<file path="src/rtl/sha1md_pkg.sv">
package sha1md_pkg;

    localparam int unsigned WORD_W   = 32;
    localparam int unsigned NUM_H    = 5;
    localparam int unsigned BLK_WORDS = 16;
    localparam int unsigned ROUNDS   = 80;
    localparam int unsigned RND_W    = $clog2(ROUNDS);
    localparam int unsigned POS_W    = $clog2(BLK_WORDS);
    localparam int unsigned CNT_W    = 61;
    localparam int unsigned NB_W     = 3;
    localparam int unsigned IDX_W    = 3;

    typedef logic [WORD_W-1:0] t_word;
    typedef logic [NUM_H-1:0][WORD_W-1:0] t_words5;

    localparam t_word H0 = 32'h67452301;
    localparam t_word H1 = 32'hEFCDAB89;
    localparam t_word H2 = 32'h98BADCFE;
    localparam t_word H3 = 32'h10325476;
    localparam t_word H4 = 32'hC3D2E1F0;

    localparam t_word K0 = 32'h5A827999;
    localparam t_word K1 = 32'h6ED9EBA1;
    localparam t_word K2 = 32'h8F1BBCDC;
    localparam t_word K3 = 32'hCA62C1D6;

    localparam t_word PAD_FULL = 32'h80000000;
    localparam logic [7:0] PAD_BYTE = 8'h80;

    localparam logic [NB_W-1:0] NB_NONE  = 3'd0;
    localparam logic [NB_W-1:0] NB_ONE   = 3'd1;
    localparam logic [NB_W-1:0] NB_TWO   = 3'd2;
    localparam logic [NB_W-1:0] NB_THREE = 3'd3;
    localparam logic [NB_W-1:0] NB_FULL  = 3'd4;

    localparam logic [IDX_W-1:0] IDX_LAST = 3'd4;

    // working variables of one compression
    typedef struct packed {
        t_word a;
        t_word b;
        t_word c;
        t_word d;
        t_word e;
    } t_abcde;

    // commands from the sequencer to the compression core
    typedef struct packed {
        logic push;
        logic start;
        logic init;
    } t_core_ctl;

    typedef struct packed {
        logic busy;
        logic done;
    } t_core_stat;

    function automatic t_words5 h_init();
        t_words5 h;
        h[0] = H0;
        h[1] = H1;
        h[2] = H2;
        h[3] = H3;
        h[4] = H4;
        return h;
    endfunction

    // keep the valid top bytes of a partial final word and append the 0x80 marker
    function automatic t_word pad_word(input t_word w, input logic [NB_W-1:0] n);
        t_word p;
        case (n)
            NB_ONE:   p = {w[31:24], PAD_BYTE, 16'h0000};
            NB_TWO:   p = {w[31:16], PAD_BYTE, 8'h00};
            NB_THREE: p = {w[31:8], PAD_BYTE};
            default:  p = PAD_FULL;
        endcase
        return p;
    endfunction

endpackage

</file>
<file path="src/rtl/sha1md_round.sv">
module sha1md_round (
    input  sha1md_pkg::t_abcde                    i_v,
    input  sha1md_pkg::t_word                     i_w,
    input  logic [sha1md_pkg::RND_W-1:0]          i_rnd,
    output sha1md_pkg::t_abcde                    o_v
);

    sha1md_pkg::t_word w_f;
    sha1md_pkg::t_word w_k;

    // pick the round function and constant by round group
    always_comb begin
        if (i_rnd < sha1md_pkg::RND_W'(20)) begin
            w_f = (i_v.b & i_v.c) | (~i_v.b & i_v.d);
            w_k = sha1md_pkg::K0;
        end else if (i_rnd < sha1md_pkg::RND_W'(40)) begin
            w_f = i_v.b ^ i_v.c ^ i_v.d;
            w_k = sha1md_pkg::K1;
        end else if (i_rnd < sha1md_pkg::RND_W'(60)) begin
            w_f = (i_v.b & i_v.c) | (i_v.b & i_v.d) | (i_v.c & i_v.d);
            w_k = sha1md_pkg::K2;
        end else begin
            w_f = i_v.b ^ i_v.c ^ i_v.d;
            w_k = sha1md_pkg::K3;
        end
    end

    // one round: new a from the five-term sum, rotate the rest down
    always_comb begin
        o_v.a = {i_v.a[26:0], i_v.a[31:27]} + w_f + i_v.e + w_k + i_w;
        o_v.b = i_v.a;
        o_v.c = {i_v.b[1:0], i_v.b[31:2]};
        o_v.d = i_v.c;
        o_v.e = i_v.d;
    end

endmodule

</file>
<file path="src/rtl/sha1md_core.sv">
module sha1md_core (
    input  logic                  i_clk,
    input  logic                  i_rst_n,
    input  sha1md_pkg::t_core_ctl i_ctl,
    input  sha1md_pkg::t_word     i_word,
    output sha1md_pkg::t_core_stat o_stat,
    output sha1md_pkg::t_words5   o_chain
);

    sha1md_pkg::t_words5                         r_h;
    logic [sha1md_pkg::BLK_WORDS-1:0][31:0]      r_w;
    sha1md_pkg::t_abcde                          r_v;
    logic [sha1md_pkg::RND_W-1:0]                r_rnd;
    logic                                        r_busy;
    logic                                        r_fin;

    sha1md_pkg::t_abcde w_v_next;
    sha1md_pkg::t_word  w_sched;

    sha1md_round u_round (
        .i_v   (r_v),
        .i_w   (r_w[0]),
        .i_rnd (r_rnd),
        .o_v   (w_v_next)
    );

    // next schedule word enters at the top as the oldest leaves
    assign w_sched = {r_w[13][30:0] ^ r_w[8][30:0] ^ r_w[2][30:0] ^ r_w[0][30:0],
                      r_w[13][31] ^ r_w[8][31] ^ r_w[2][31] ^ r_w[0][31]};

    // round counter, chaining words and final add
    always_ff @(posedge i_clk) begin
        if (!i_rst_n) begin
            r_busy <= 1'b0;
            r_fin  <= 1'b0;
            r_rnd  <= '0;
            r_h    <= sha1md_pkg::h_init();
        end else begin
            r_fin <= 1'b0;
            if (i_ctl.start) begin
                r_busy <= 1'b1;
                r_rnd  <= '0;
            end else if (r_busy) begin
                r_rnd <= r_rnd + 1'b1;
                if (r_rnd == sha1md_pkg::RND_W'(sha1md_pkg::ROUNDS - 1)) begin
                    r_busy <= 1'b0;
                    r_fin  <= 1'b1;
                end
            end
            if (i_ctl.init) begin
                r_h <= sha1md_pkg::h_init();
            end else if (r_fin) begin
                r_h[0] <= r_h[0] + r_v.a;
                r_h[1] <= r_h[1] + r_v.b;
                r_h[2] <= r_h[2] + r_v.c;
                r_h[3] <= r_h[3] + r_v.d;
                r_h[4] <= r_h[4] + r_v.e;
            end
        end
    end

    // working variables and the block buffer, which doubles as the schedule window
    always_ff @(posedge i_clk) begin
        if (i_ctl.start) begin
            r_v <= '{a: r_h[0], b: r_h[1], c: r_h[2], d: r_h[3], e: r_h[4]};
        end else if (r_busy) begin
            r_v <= w_v_next;
        end
        if (i_ctl.push) begin
            r_w <= {i_word, r_w[sha1md_pkg::BLK_WORDS-1:1]};
        end else if (r_busy) begin
            r_w <= {w_sched, r_w[sha1md_pkg::BLK_WORDS-1:1]};
        end
    end

    assign o_stat.busy = r_busy;
    assign o_stat.done = r_fin;
    assign o_chain     = r_h;

`ifndef ASSERT_OFF
    // a word may only enter the buffer while no compression runs
    a_push_idle: assert property (@(posedge i_clk) disable iff (!i_rst_n)
        i_ctl.push |-> !r_busy || i_ctl.start)
        else $error("word pushed during compression");

    // the final add follows the last round directly
    a_fin_after_last: assert property (@(posedge i_clk) disable iff (!i_rst_n)
        r_fin |-> $past(r_busy))
        else $error("final add without a preceding round");
`endif

endmodule

</file>
<file path="src/rtl/sha1_message_digest.sv">
// A non-final item is pushed into the block buffer as it is accepted; one that completes a
// 16-word block then waits for the compression core (80 rounds on one shared round unit plus
// the chaining add). A final item is followed by pushes of the word itself when full, the
// padding word, zeros up to position 14 and the two length words, with one compression per
// filled block (one or two); then the digest is loaded into an output register, from which
// the five digest items follow. No item is accepted while padding or a compression runs.
// Reset: i_rst_n synchronous active low; chaining words return to the initial values.
module sha1_message_digest (
    input  logic        i_clk,
    input  logic        i_rst_n,
    input  logic        i_s_tvalid,
    output logic        o_s_tready,
    input  logic [31:0] i_s_tdata,   // [31:0] message_word
    input  logic [2:0]  i_s_tuser,   // [2:0] valid_bytes
    input  logic        i_s_tlast,   // final_word
    output logic        o_m_tvalid,
    input  logic        i_m_tready,
    output logic [31:0] o_m_tdata,   // [31:0] digest_word
    output logic [2:0]  o_m_tuser,   // [2:0] digest_index
    output logic        o_m_tlast    // digest_last
);

    typedef enum logic [2:0] {
        S_IDLE, S_WORD, S_PAD, S_ZERO, S_LHI, S_LLO, S_COMP, S_DONE
    } t_state;

    t_state                               r_state, n_state;
    t_state                               r_ret, n_ret;
    logic [sha1md_pkg::POS_W-1:0]         r_pos, n_pos;
    logic [sha1md_pkg::CNT_W-1:0]         r_cnt, n_cnt;
    sha1md_pkg::t_word                    r_word, n_word;
    sha1md_pkg::t_word                    r_pad, n_pad;
    sha1md_pkg::t_words5                  r_dig, n_dig;
    logic [sha1md_pkg::IDX_W-1:0]         r_oidx, n_oidx;
    logic                                 r_ovalid, n_ovalid;

    sha1md_pkg::t_core_ctl                w_ctl;
    sha1md_pkg::t_core_stat               w_stat;
    sha1md_pkg::t_words5                  w_chain;
    sha1md_pkg::t_word                    w_push_data;
    logic                                 w_push;
    t_state                               w_after;
    logic [sha1md_pkg::NB_W-1:0]          w_nb;
    logic                                 w_in_acc;
    logic                                 w_out_acc;

    sha1md_core u_core (
        .i_clk   (i_clk),
        .i_rst_n (i_rst_n),
        .i_ctl   (w_ctl),
        .i_word  (w_push_data),
        .o_stat  (w_stat),
        .o_chain (w_chain)
    );

    assign o_s_tready = (r_state == S_IDLE);
    assign w_in_acc   = i_s_tvalid && o_s_tready;
    assign w_out_acc  = r_ovalid && i_m_tready;
    assign w_nb       = (i_s_tuser > sha1md_pkg::NB_FULL) ? sha1md_pkg::NB_FULL : i_s_tuser;

    // sequencer: buffer words, pad the message, run compressions, hand off the digest
    always_comb begin
        n_state     = r_state;
        n_ret       = r_ret;
        n_pos       = r_pos;
        n_cnt       = r_cnt;
        n_word      = r_word;
        n_pad       = r_pad;
        n_dig       = r_dig;
        n_oidx      = r_oidx;
        n_ovalid    = r_ovalid;
        w_ctl       = '0;
        w_push      = 1'b0;
        w_push_data = r_word;
        w_after     = r_state;

        unique case (r_state)
            S_IDLE: begin
                if (w_in_acc) begin
                    if (!i_s_tlast) begin
                        n_cnt       = r_cnt + sha1md_pkg::CNT_W'(4);
                        w_push      = 1'b1;
                        w_push_data = i_s_tdata;
                        w_after     = S_IDLE;
                    end else begin
                        n_cnt   = r_cnt + sha1md_pkg::CNT_W'(w_nb);
                        n_word  = i_s_tdata;
                        n_pad   = sha1md_pkg::pad_word(i_s_tdata, w_nb);
                        n_state = (w_nb == sha1md_pkg::NB_FULL) ? S_WORD : S_PAD;
                    end
                end
            end
            S_WORD: begin
                w_push      = 1'b1;
                w_push_data = r_word;
                w_after     = S_PAD;
            end
            S_PAD: begin
                w_push      = 1'b1;
                w_push_data = r_pad;
                w_after     = S_ZERO;
            end
            S_ZERO: begin
                if (r_pos == sha1md_pkg::POS_W'(14)) begin
                    n_state = S_LHI;
                end else begin
                    w_push      = 1'b1;
                    w_push_data = '0;
                    w_after     = S_ZERO;
                end
            end
            S_LHI: begin
                w_push      = 1'b1;
                w_push_data = r_cnt[60:29];
                w_after     = S_LLO;
            end
            S_LLO: begin
                w_push      = 1'b1;
                w_push_data = {r_cnt[28:0], 3'b000};
                w_after     = S_DONE;
            end
            S_COMP: begin
                if (w_stat.done) begin
                    n_state = r_ret;
                end
            end
            S_DONE: begin
                if (!r_ovalid) begin
                    n_dig      = w_chain;
                    n_oidx     = '0;
                    n_ovalid   = 1'b1;
                    n_cnt      = '0;
                    w_ctl.init = 1'b1;
                    n_state    = S_IDLE;
                end
            end
            default: n_state = S_IDLE;
        endcase

        // every pushed word advances the position; the sixteenth starts a compression
        if (w_push) begin
            w_ctl.push = 1'b1;
            n_pos      = r_pos + 1'b1;
            if (r_pos == sha1md_pkg::POS_W'(sha1md_pkg::BLK_WORDS - 1)) begin
                w_ctl.start = 1'b1;
                n_ret       = w_after;
                n_state     = S_COMP;
            end else begin
                n_state = w_after;
            end
        end

        // drain the digest one item at a time
        if (w_out_acc) begin
            n_dig  = {sha1md_pkg::t_word'(0), r_dig[sha1md_pkg::NUM_H-1:1]};
            n_oidx = r_oidx + 1'b1;
            if (r_oidx == sha1md_pkg::IDX_LAST) begin
                n_ovalid = 1'b0;
            end
        end
    end

    // hold state and registered outputs
    always_ff @(posedge i_clk) begin
        if (!i_rst_n) begin
            r_state  <= S_IDLE;
            r_ret    <= S_IDLE;
            r_pos    <= '0;
            r_cnt    <= '0;
            r_ovalid <= 1'b0;
            r_oidx   <= '0;
        end else begin
            r_state  <= n_state;
            r_ret    <= n_ret;
            r_pos    <= n_pos;
            r_cnt    <= n_cnt;
            r_ovalid <= n_ovalid;
            r_oidx   <= n_oidx;
        end
        r_word <= n_word;
        r_pad  <= n_pad;
        r_dig  <= n_dig;
    end

    assign o_m_tvalid = r_ovalid;
    assign o_m_tdata  = r_dig[0];
    assign o_m_tuser  = r_oidx;
    assign o_m_tlast  = (r_oidx == sha1md_pkg::IDX_LAST);

`ifndef ASSERT_OFF
    // the core reports completion only while the sequencer waits for it
    a_done_in_comp: assert property (@(posedge i_clk) disable iff (!i_rst_n)
        w_stat.done |-> r_state == S_COMP)
        else $error("compression done outside wait state");

    // the length words always land at the end of a block
    a_len_hi_pos: assert property (@(posedge i_clk) disable iff (!i_rst_n)
        r_state == S_LHI |-> r_pos == sha1md_pkg::POS_W'(14))
        else $error("length word misplaced");

    // the last digest item closes the output burst
    a_last_closes: assert property (@(posedge i_clk) disable iff (!i_rst_n)
        (o_m_tvalid && i_m_tready && o_m_tlast) |=> !o_m_tvalid)
        else $error("output still valid after last digest item");

    // a new digest is loaded only after the previous one has drained
    a_load_empty: assert property (@(posedge i_clk) disable iff (!i_rst_n)
        w_ctl.init |-> !r_ovalid)
        else $error("digest overwritten before drained");
`endif

endmodule

</file>
<file path="config.mk">
export PLATFORM = sky130hd
export DESIGN_NAME = sha1_message_digest
export DESIGN_NICKNAME = d
export VERILOG_FILES = /design/src/rtl/sha1md_pkg.sv /design/src/rtl/sha1md_round.sv /design/src/rtl/sha1md_core.sv /design/src/rtl/sha1_message_digest.sv
export SDC_FILE = /design/constraint.sdc
export NUM_CORES = 2
export LEC_CHECK = 0
export ABC_AREA = 0
export ABC_CLOCK_PERIOD_IN_PS = 28200
export BUFFER_PORTS_ARGS = -buffer_cell sky130_fd_sc_hd__buf_2
export CAP_MARGIN = 20
export CELL_PAD_IN_SITES_DETAIL_PLACEMENT = 0
export CELL_PAD_IN_SITES_GLOBAL_PLACEMENT = 2
export CORE_MARGIN = 1.5
export CORE_UTILIZATION = 47
export DETAILED_ROUTE_END_ITERATION = 6
export PLACE_DENSITY_LB_ADDON = 0.1
export REMOVE_ABC_BUFFERS = 1
export SLEW_MARGIN = 20
export SYNTH_ARGS = -nofsm -noshare
export SYNTH_HDL_FRONTEND = slang
export SYNTH_SLANG_ARGS = --single-unit
</file>
<file path="constraint.sdc">
create_clock -name i_clk -period 28.2 [get_ports i_clk]
set_clock_uncertainty 0.2 [all_clocks]
set_input_delay 5.64 -clock i_clk [delete_from_list [all_inputs] [get_ports i_clk]]
set_output_delay 5.64 -clock i_clk [all_outputs]
set_load 0.01 [all_outputs]
</file>
* Word-level counts from Yosys, hierarchy flattened
Cells that the tools add are included.
** Word-level totals
- Flip-flop bits (word level) :: 1140
- Bits of input ports :: 40
- Output and inout bits :: 38
- Word-level logic and storage cells :: 173
** Cells by class
- $add $sub $neg :: 14
- Magnitude comparators :: 4
- Equal/unequal tests :: 23
- Multiplexer cells :: 53
- Bitwise gates (word level) :: 19
- Reductions and logical operators :: 18
** Operators with widths (count)
- 2-to-1 mux 512 bit :: 2
- 2-to-1 mux 128 bit :: 3
- 2-to-1 mux 160 bit :: 2
- adder 32 bit :: 9
- 2-to-1 mux 32 bit :: 8
- 2-to-1 mux 61 bit :: 3
- one-hot mux 32 bit (5 select lines) :: 1
- AND 32 bit :: 4
- one-hot mux 61 bit (2 select lines) :: 1
- bitwise OR 32 bit :: 3
- one-hot mux 32 bit (3 select lines) :: 1
- bitwise XOR 31 bit :: 3
- bitwise XOR 32 bit :: 2
- adder 61 x 3 -> 61 bit :: 1
- adder 61 x 3 -> 61 bit, second input constant :: 1
- 2-to-1 mux 3 bit :: 13
- inverter 32 bit :: 1
- 2-to-1 mux 31 bit :: 1
- equality test 3 bit, second input constant :: 6
- one-hot mux 3 bit (6 select lines) :: 1
- less-than comparator 7 x 6 -> 1 bit, second input constant :: 2
- 2-to-1 mux 1 bit :: 13
- equality test 3 x 2 -> 1 bit, second input constant :: 4
- one-hot mux 3 bit (4 select lines) :: 1
- 27 further kinds :: 45

* Logic depth before layout (Yosys ltp)
- Depth after elaboration :: 12
- Gate-level depth with buffers :: 27
- Gate-level depth less buffers :: 24

* Hierarchy
A second synthesis with hierarchy kept.
** Unflattened totals
- Cell total of the unflattened synthesis :: 4552
- Area, all modules :: 56396.6 µm²
** Modules (own cells, without submodules)
- sha1md_core :: instances 1, cells each 2620, area each 36339.9 µm², sequential area each 23562.6 µm²
- sha1_message_digest :: instances 1, cells each 1154, area each 13454.2 µm², sequential area each 7697.4 µm²
- sha1md_round :: instances 1, cells each 778, area each 6602.6 µm², sequential area each 0.0 µm²

* Least setup slack after synthesis
No wires, ideal clock.
- Path type :: in2reg
- Start point :: in i_s_tvalid
- End point :: reg u_core.r_w[0] (netlist bit), enable pin
- Setup time :: 971 ps
- Arrival :: 18337 ps
- Required time :: 27029 ps
- Setup slack :: 8692 ps
- Stages :: 6
- Buffers on the path :: 2
- Cell sequence :: nor4b_4 > or2b_1 > and2_1 > clkbuf_1 > clkbuf_1 > nand2b_1
** On the way
- Cells in the longest elaborated chain, start to end :: 5
** Ends and longest elaborated chain
- start: declaration :: RTL line sha1_message_digest.sv:11 : input logic i_s_tvalid,
- logical AND 1 bit :: RTL line sha1_message_digest.sv:57 : assign w_in_acc = i_s_tvalid && o_s_tready;
- 2-to-1 mux 1 bit :: RTL line sha1_message_digest.sv:79 : if (w_in_acc) begin
- one-hot mux 1 bit (3 select lines) :: RTL line sha1_message_digest.sv:77 : unique case (r_state)
- 2-to-1 mux 2 bit :: RTL line sha1_message_digest.sv:141 : if (w_push) begin
- nonzero test 2 bit (no line)
- end signal: assignment :: RTL line sha1md_core.sv:70 : r_w <= {i_word, r_w[sha1md_pkg::BLK_WORDS-1:1]};
- end signal: assignment :: RTL line sha1md_core.sv:72 : r_w <= {w_sched, r_w[sha1md_pkg::BLK_WORDS-1:1]};
- end: declaration :: RTL line sha1md_core.sv:11 : logic [sha1md_pkg::BLK_WORDS-1:0][31:0] r_w;
No other way between the ends.
A chain may end at the register's enable or synchronous reset.

* Worst setup path in the final report
- Start point :: in i_s_tvalid
- End point :: reg u_core.r_v[19] (netlist bit), enable pin
** On the way
- Cells in the longest elaborated chain, start to end :: 5
** Ends and longest elaborated chain
- logical AND 1 bit :: RTL line sha1_message_digest.sv:57
- 2-to-1 mux 1 bit :: RTL line sha1_message_digest.sv:79
- one-hot mux 1 bit (3 select lines) :: RTL line sha1_message_digest.sv:77
- 2-to-1 mux 2 bit :: RTL line sha1_message_digest.sv:141
- nonzero test 2 bit (no line)
- end signal: assignment :: RTL line sha1md_core.sv:65 : r_v <= '{a: r_h[0], b: r_h[1], c: r_h[2], d: r_h[3], e: r_h[4]};
- end signal: assignment :: RTL line sha1md_core.sv:67 : r_v <= w_v_next;
- end: declaration :: RTL line sha1md_core.sv:12 : sha1md_pkg::t_abcde r_v;
No other way between the ends.

==> qor.txt <==
highest clock rate: 0.09725 GHz
ant diodes: 0
Post-Syn Instances: 4743
DR pass1 iterations: 5
Slew Limit Headroom: 23.29%
cell with the largest stage delay on the worst path: buf_4
vias: 35.18k
min Tclk post-route: 10.28 ns
crit share post-route: 36.46%
most frequent cell after synthesis: edfxtp_1
Post-synth ARST share: 0%
crit path launch type: input pin
RSZ-0062 raised after global routing: false
Post-Route Setup TNS: 0 ns
Synth area leaders: edfxtp_1, dfxtp_1, ha_1
Die Ht: 345.4 um
TritonCTS Buffers: 120
initial core utilization: 47.41%
gr usage total: 23.89%
initial drt markers: 2832
Clock Pin Slew Worst Setup and Hold Paths: 0.06 ns
first-pass GRT wire length: 217.1 mm
design area: 0.06091 sq mm
Power Density: 91.01 mW/mm^2
Slew @ Worst Pin: 1.151 ns
Worst Path Required: 28.31 ns
DRC errors left: 0
CP Max Fanout: 62
Hold Crit Class: flop to flop
Commonest cells post-synth: edfxtp_1, nand2_1, nor2_1
critical path class: input pin to flop
Post-Synth XOR/XNOR Area: 4.420%
setup bufs post-CTS: 0
Placed Cells: 6177
CP endpoint kind: flop
unique cell type count in the Yosys netlist: 86
io pins: 78
mux contribution to synthesized area: 4.027%
Longest Clk Path Bufs: 3
Worst path max stage delay: 0.86 ns
Post-Synth Adder-Cell Area: 9.575%
placed wire-length estimate: 98.10 mm
Routed Antenna Nets: 0
Root Buffer: clkbuf_16
Die Area: 0.1193 sq mm
vias in the first global route: 33.98k
# clock sinks: 1133
Die Wd: 345.4 um
fin util: 52.41%
Avg Inst Size Synth: 11.62 sq um
largest net degree at the start of global routing: 220
row count: 125
CP arrival: 10.40 ns
CP cell instances: buf_2 -> nor4b_4 -> or2b_1 -> nand2_1 -> nand2b_4 -> nand2b_4 -> buf_4 -> buf_4
RePlAce Congestion: 0.8611
DP Area: 0.05689 sq mm
Post-synth EDFFs: 857
initial antenna violation count: 0
Final Hold Vio Count: 0
Post-CTS Hold Buffers: 0
Worst VDD drop: 0.1238 mV
cts repair resizes: 0
Main synth FF type: edfxtp_1
DRT Wirelength: 142.8 mm
Overflow after GRT: 0
synthesized area: 0.05509 sq mm
vias per cell: 5.491
Clock Latency Late Sink: 0.75 ns
#FFs+latches synth: 1133
# nets final: 5166
Fin Hold WS: 0.2065 ns
sequential-to-total area share from yosys stat: 56.74%
# setup viols final: 0
largest area contributor in the netlist: edfxtp_1
number of max-cap violations: 0
Pins Over Slew Limit: 0
CTS tree: done
post-synthesis simple-gate area fraction: 11.48%
Syn. warnings: 0
H-tree depth: 3
largest family of logic cells by synthesized area: simple AND/OR/NAND/NOR gates
Core Region: 0.1162 sq mm
status: completed
layout cells sized above 1: 9.709%
Post-Layout Cell Count: 6406
top cell type's share of synthesized area: 46.71%
Synth Area in Compound Gates: 10.54%
wire per inst: 22.28 um
Buffers on Ports: 77
synthesis-to-layout area growth: 10.55%
Leakage Power: 23.16 nW
==> cell families after synthesis <==
family	Yosys count
buffers and inverters	437
AOI/OAI and AO/OA	921
xor gates and xnor gates	278
adders and majority gates	349
muxes	205
and+or+nand+nor	1420
DFF	1133
==> flip-flops by register name, summed over array words and instances (netlist names), 3 cells and up <==
signal / flops
u_core.r_w: 512
u_core.o_chain: 160
u_core.r_v: 160
r_dig: 128
r_cnt: 61
o_m_tdata: 32
r_word: 32
r_pad: 25
u_core.r_rnd: 7
r_pos: 4
o_m_tuser: 3
r_ret: 3
r_state: 3
==> layout by cell type (no fill, tap or decap), drive strengths merged, types with 11 or more instances in the layout <==
master	netlist	routed
nand3	86	86
nor2b	61	61
a21oi	271	271
a211o	11	11
fa	121	121
o211ai	37	37
nor2	316	316
a21o	77	77
xnor2	124	124
o31ai	20	20
ha	228	228
o21a	32	32
mux2i	72	72
o32ai	21	21
o21ai	240	240
nand2b	33	33
xor2	154	154
nand2	686	686
and2	20	20
clkinv	2	48
clkbuf	152	165
dfxtp	276	276
nand4	31	31
edfxtp	857	857
a211oi	29	29
o21bai	24	24
inv	226	228
buf	57	121
and3	46	46
a22oi	25	25
nor3	56	56
or3	26	26
a31oi	29	29
mux2	133	133
==> worst paths after layout <==
path | slack [ns] | cells past startpoint | to | from
min | 0.21 | 0 | u_core.r_w[119] | u_core.r_w[151]
min reg2reg | 0.21 | 0 | u_core.r_w[119] | u_core.r_w[151]
max reg2reg | 20.14 | 23 | u_core.r_v[158] | u_core.r_rnd[4]
max | 17.92 | 8 | u_core.r_v[19] | i_s_tvalid
==> stage by stage <==
stage	power, mW	worst slack, ns
finish	5.543	17.92
global route	5.845	17.57
CTS	5.598	17.82
detailed placement	3.997	17.08
global placement	3.971	17.16
floorplan	3.929	8.447
==> power breakdown <==
| group | internal, mW | total [mW] | switching, mW |
|---|---|---|---|
| sequential | 2.58 | 2.77 | 0.193 |
| clock | 0.900 | 1.58 | 0.680 |
| combinational | 0.376 | 1.19 | 0.817 |
==> routing by layer <==
layer	track usage (%)	vias to the layer above	wire (um)	part of all wire, %
li1	-	17060	-	-
met1	35.52	17290	69660	49
met2	37.49	650	65050	46
met3	2.576	171	5033	3.5
met4	5.833	0	3007	2.1
met5	0	-	0	0
==> layout make-up <==
type                    instances  area (sq um)
fillers                     10170         55300
inverters                     228         858.3
repair buffers                121         780.7
clock buffers                 165          3283
clock inverters                62         674.4
multi-input cells            3173         22140
flip-flops and latches       1133         31270
well taps                    1524          1907
==> worst max-delay path, delay by kind of cell <==
family,cells,cell delay [ns]
and+or+nand+nor,5,2.86
buffers and inverters,3,1.79
(Power assumes the default switching activity.)
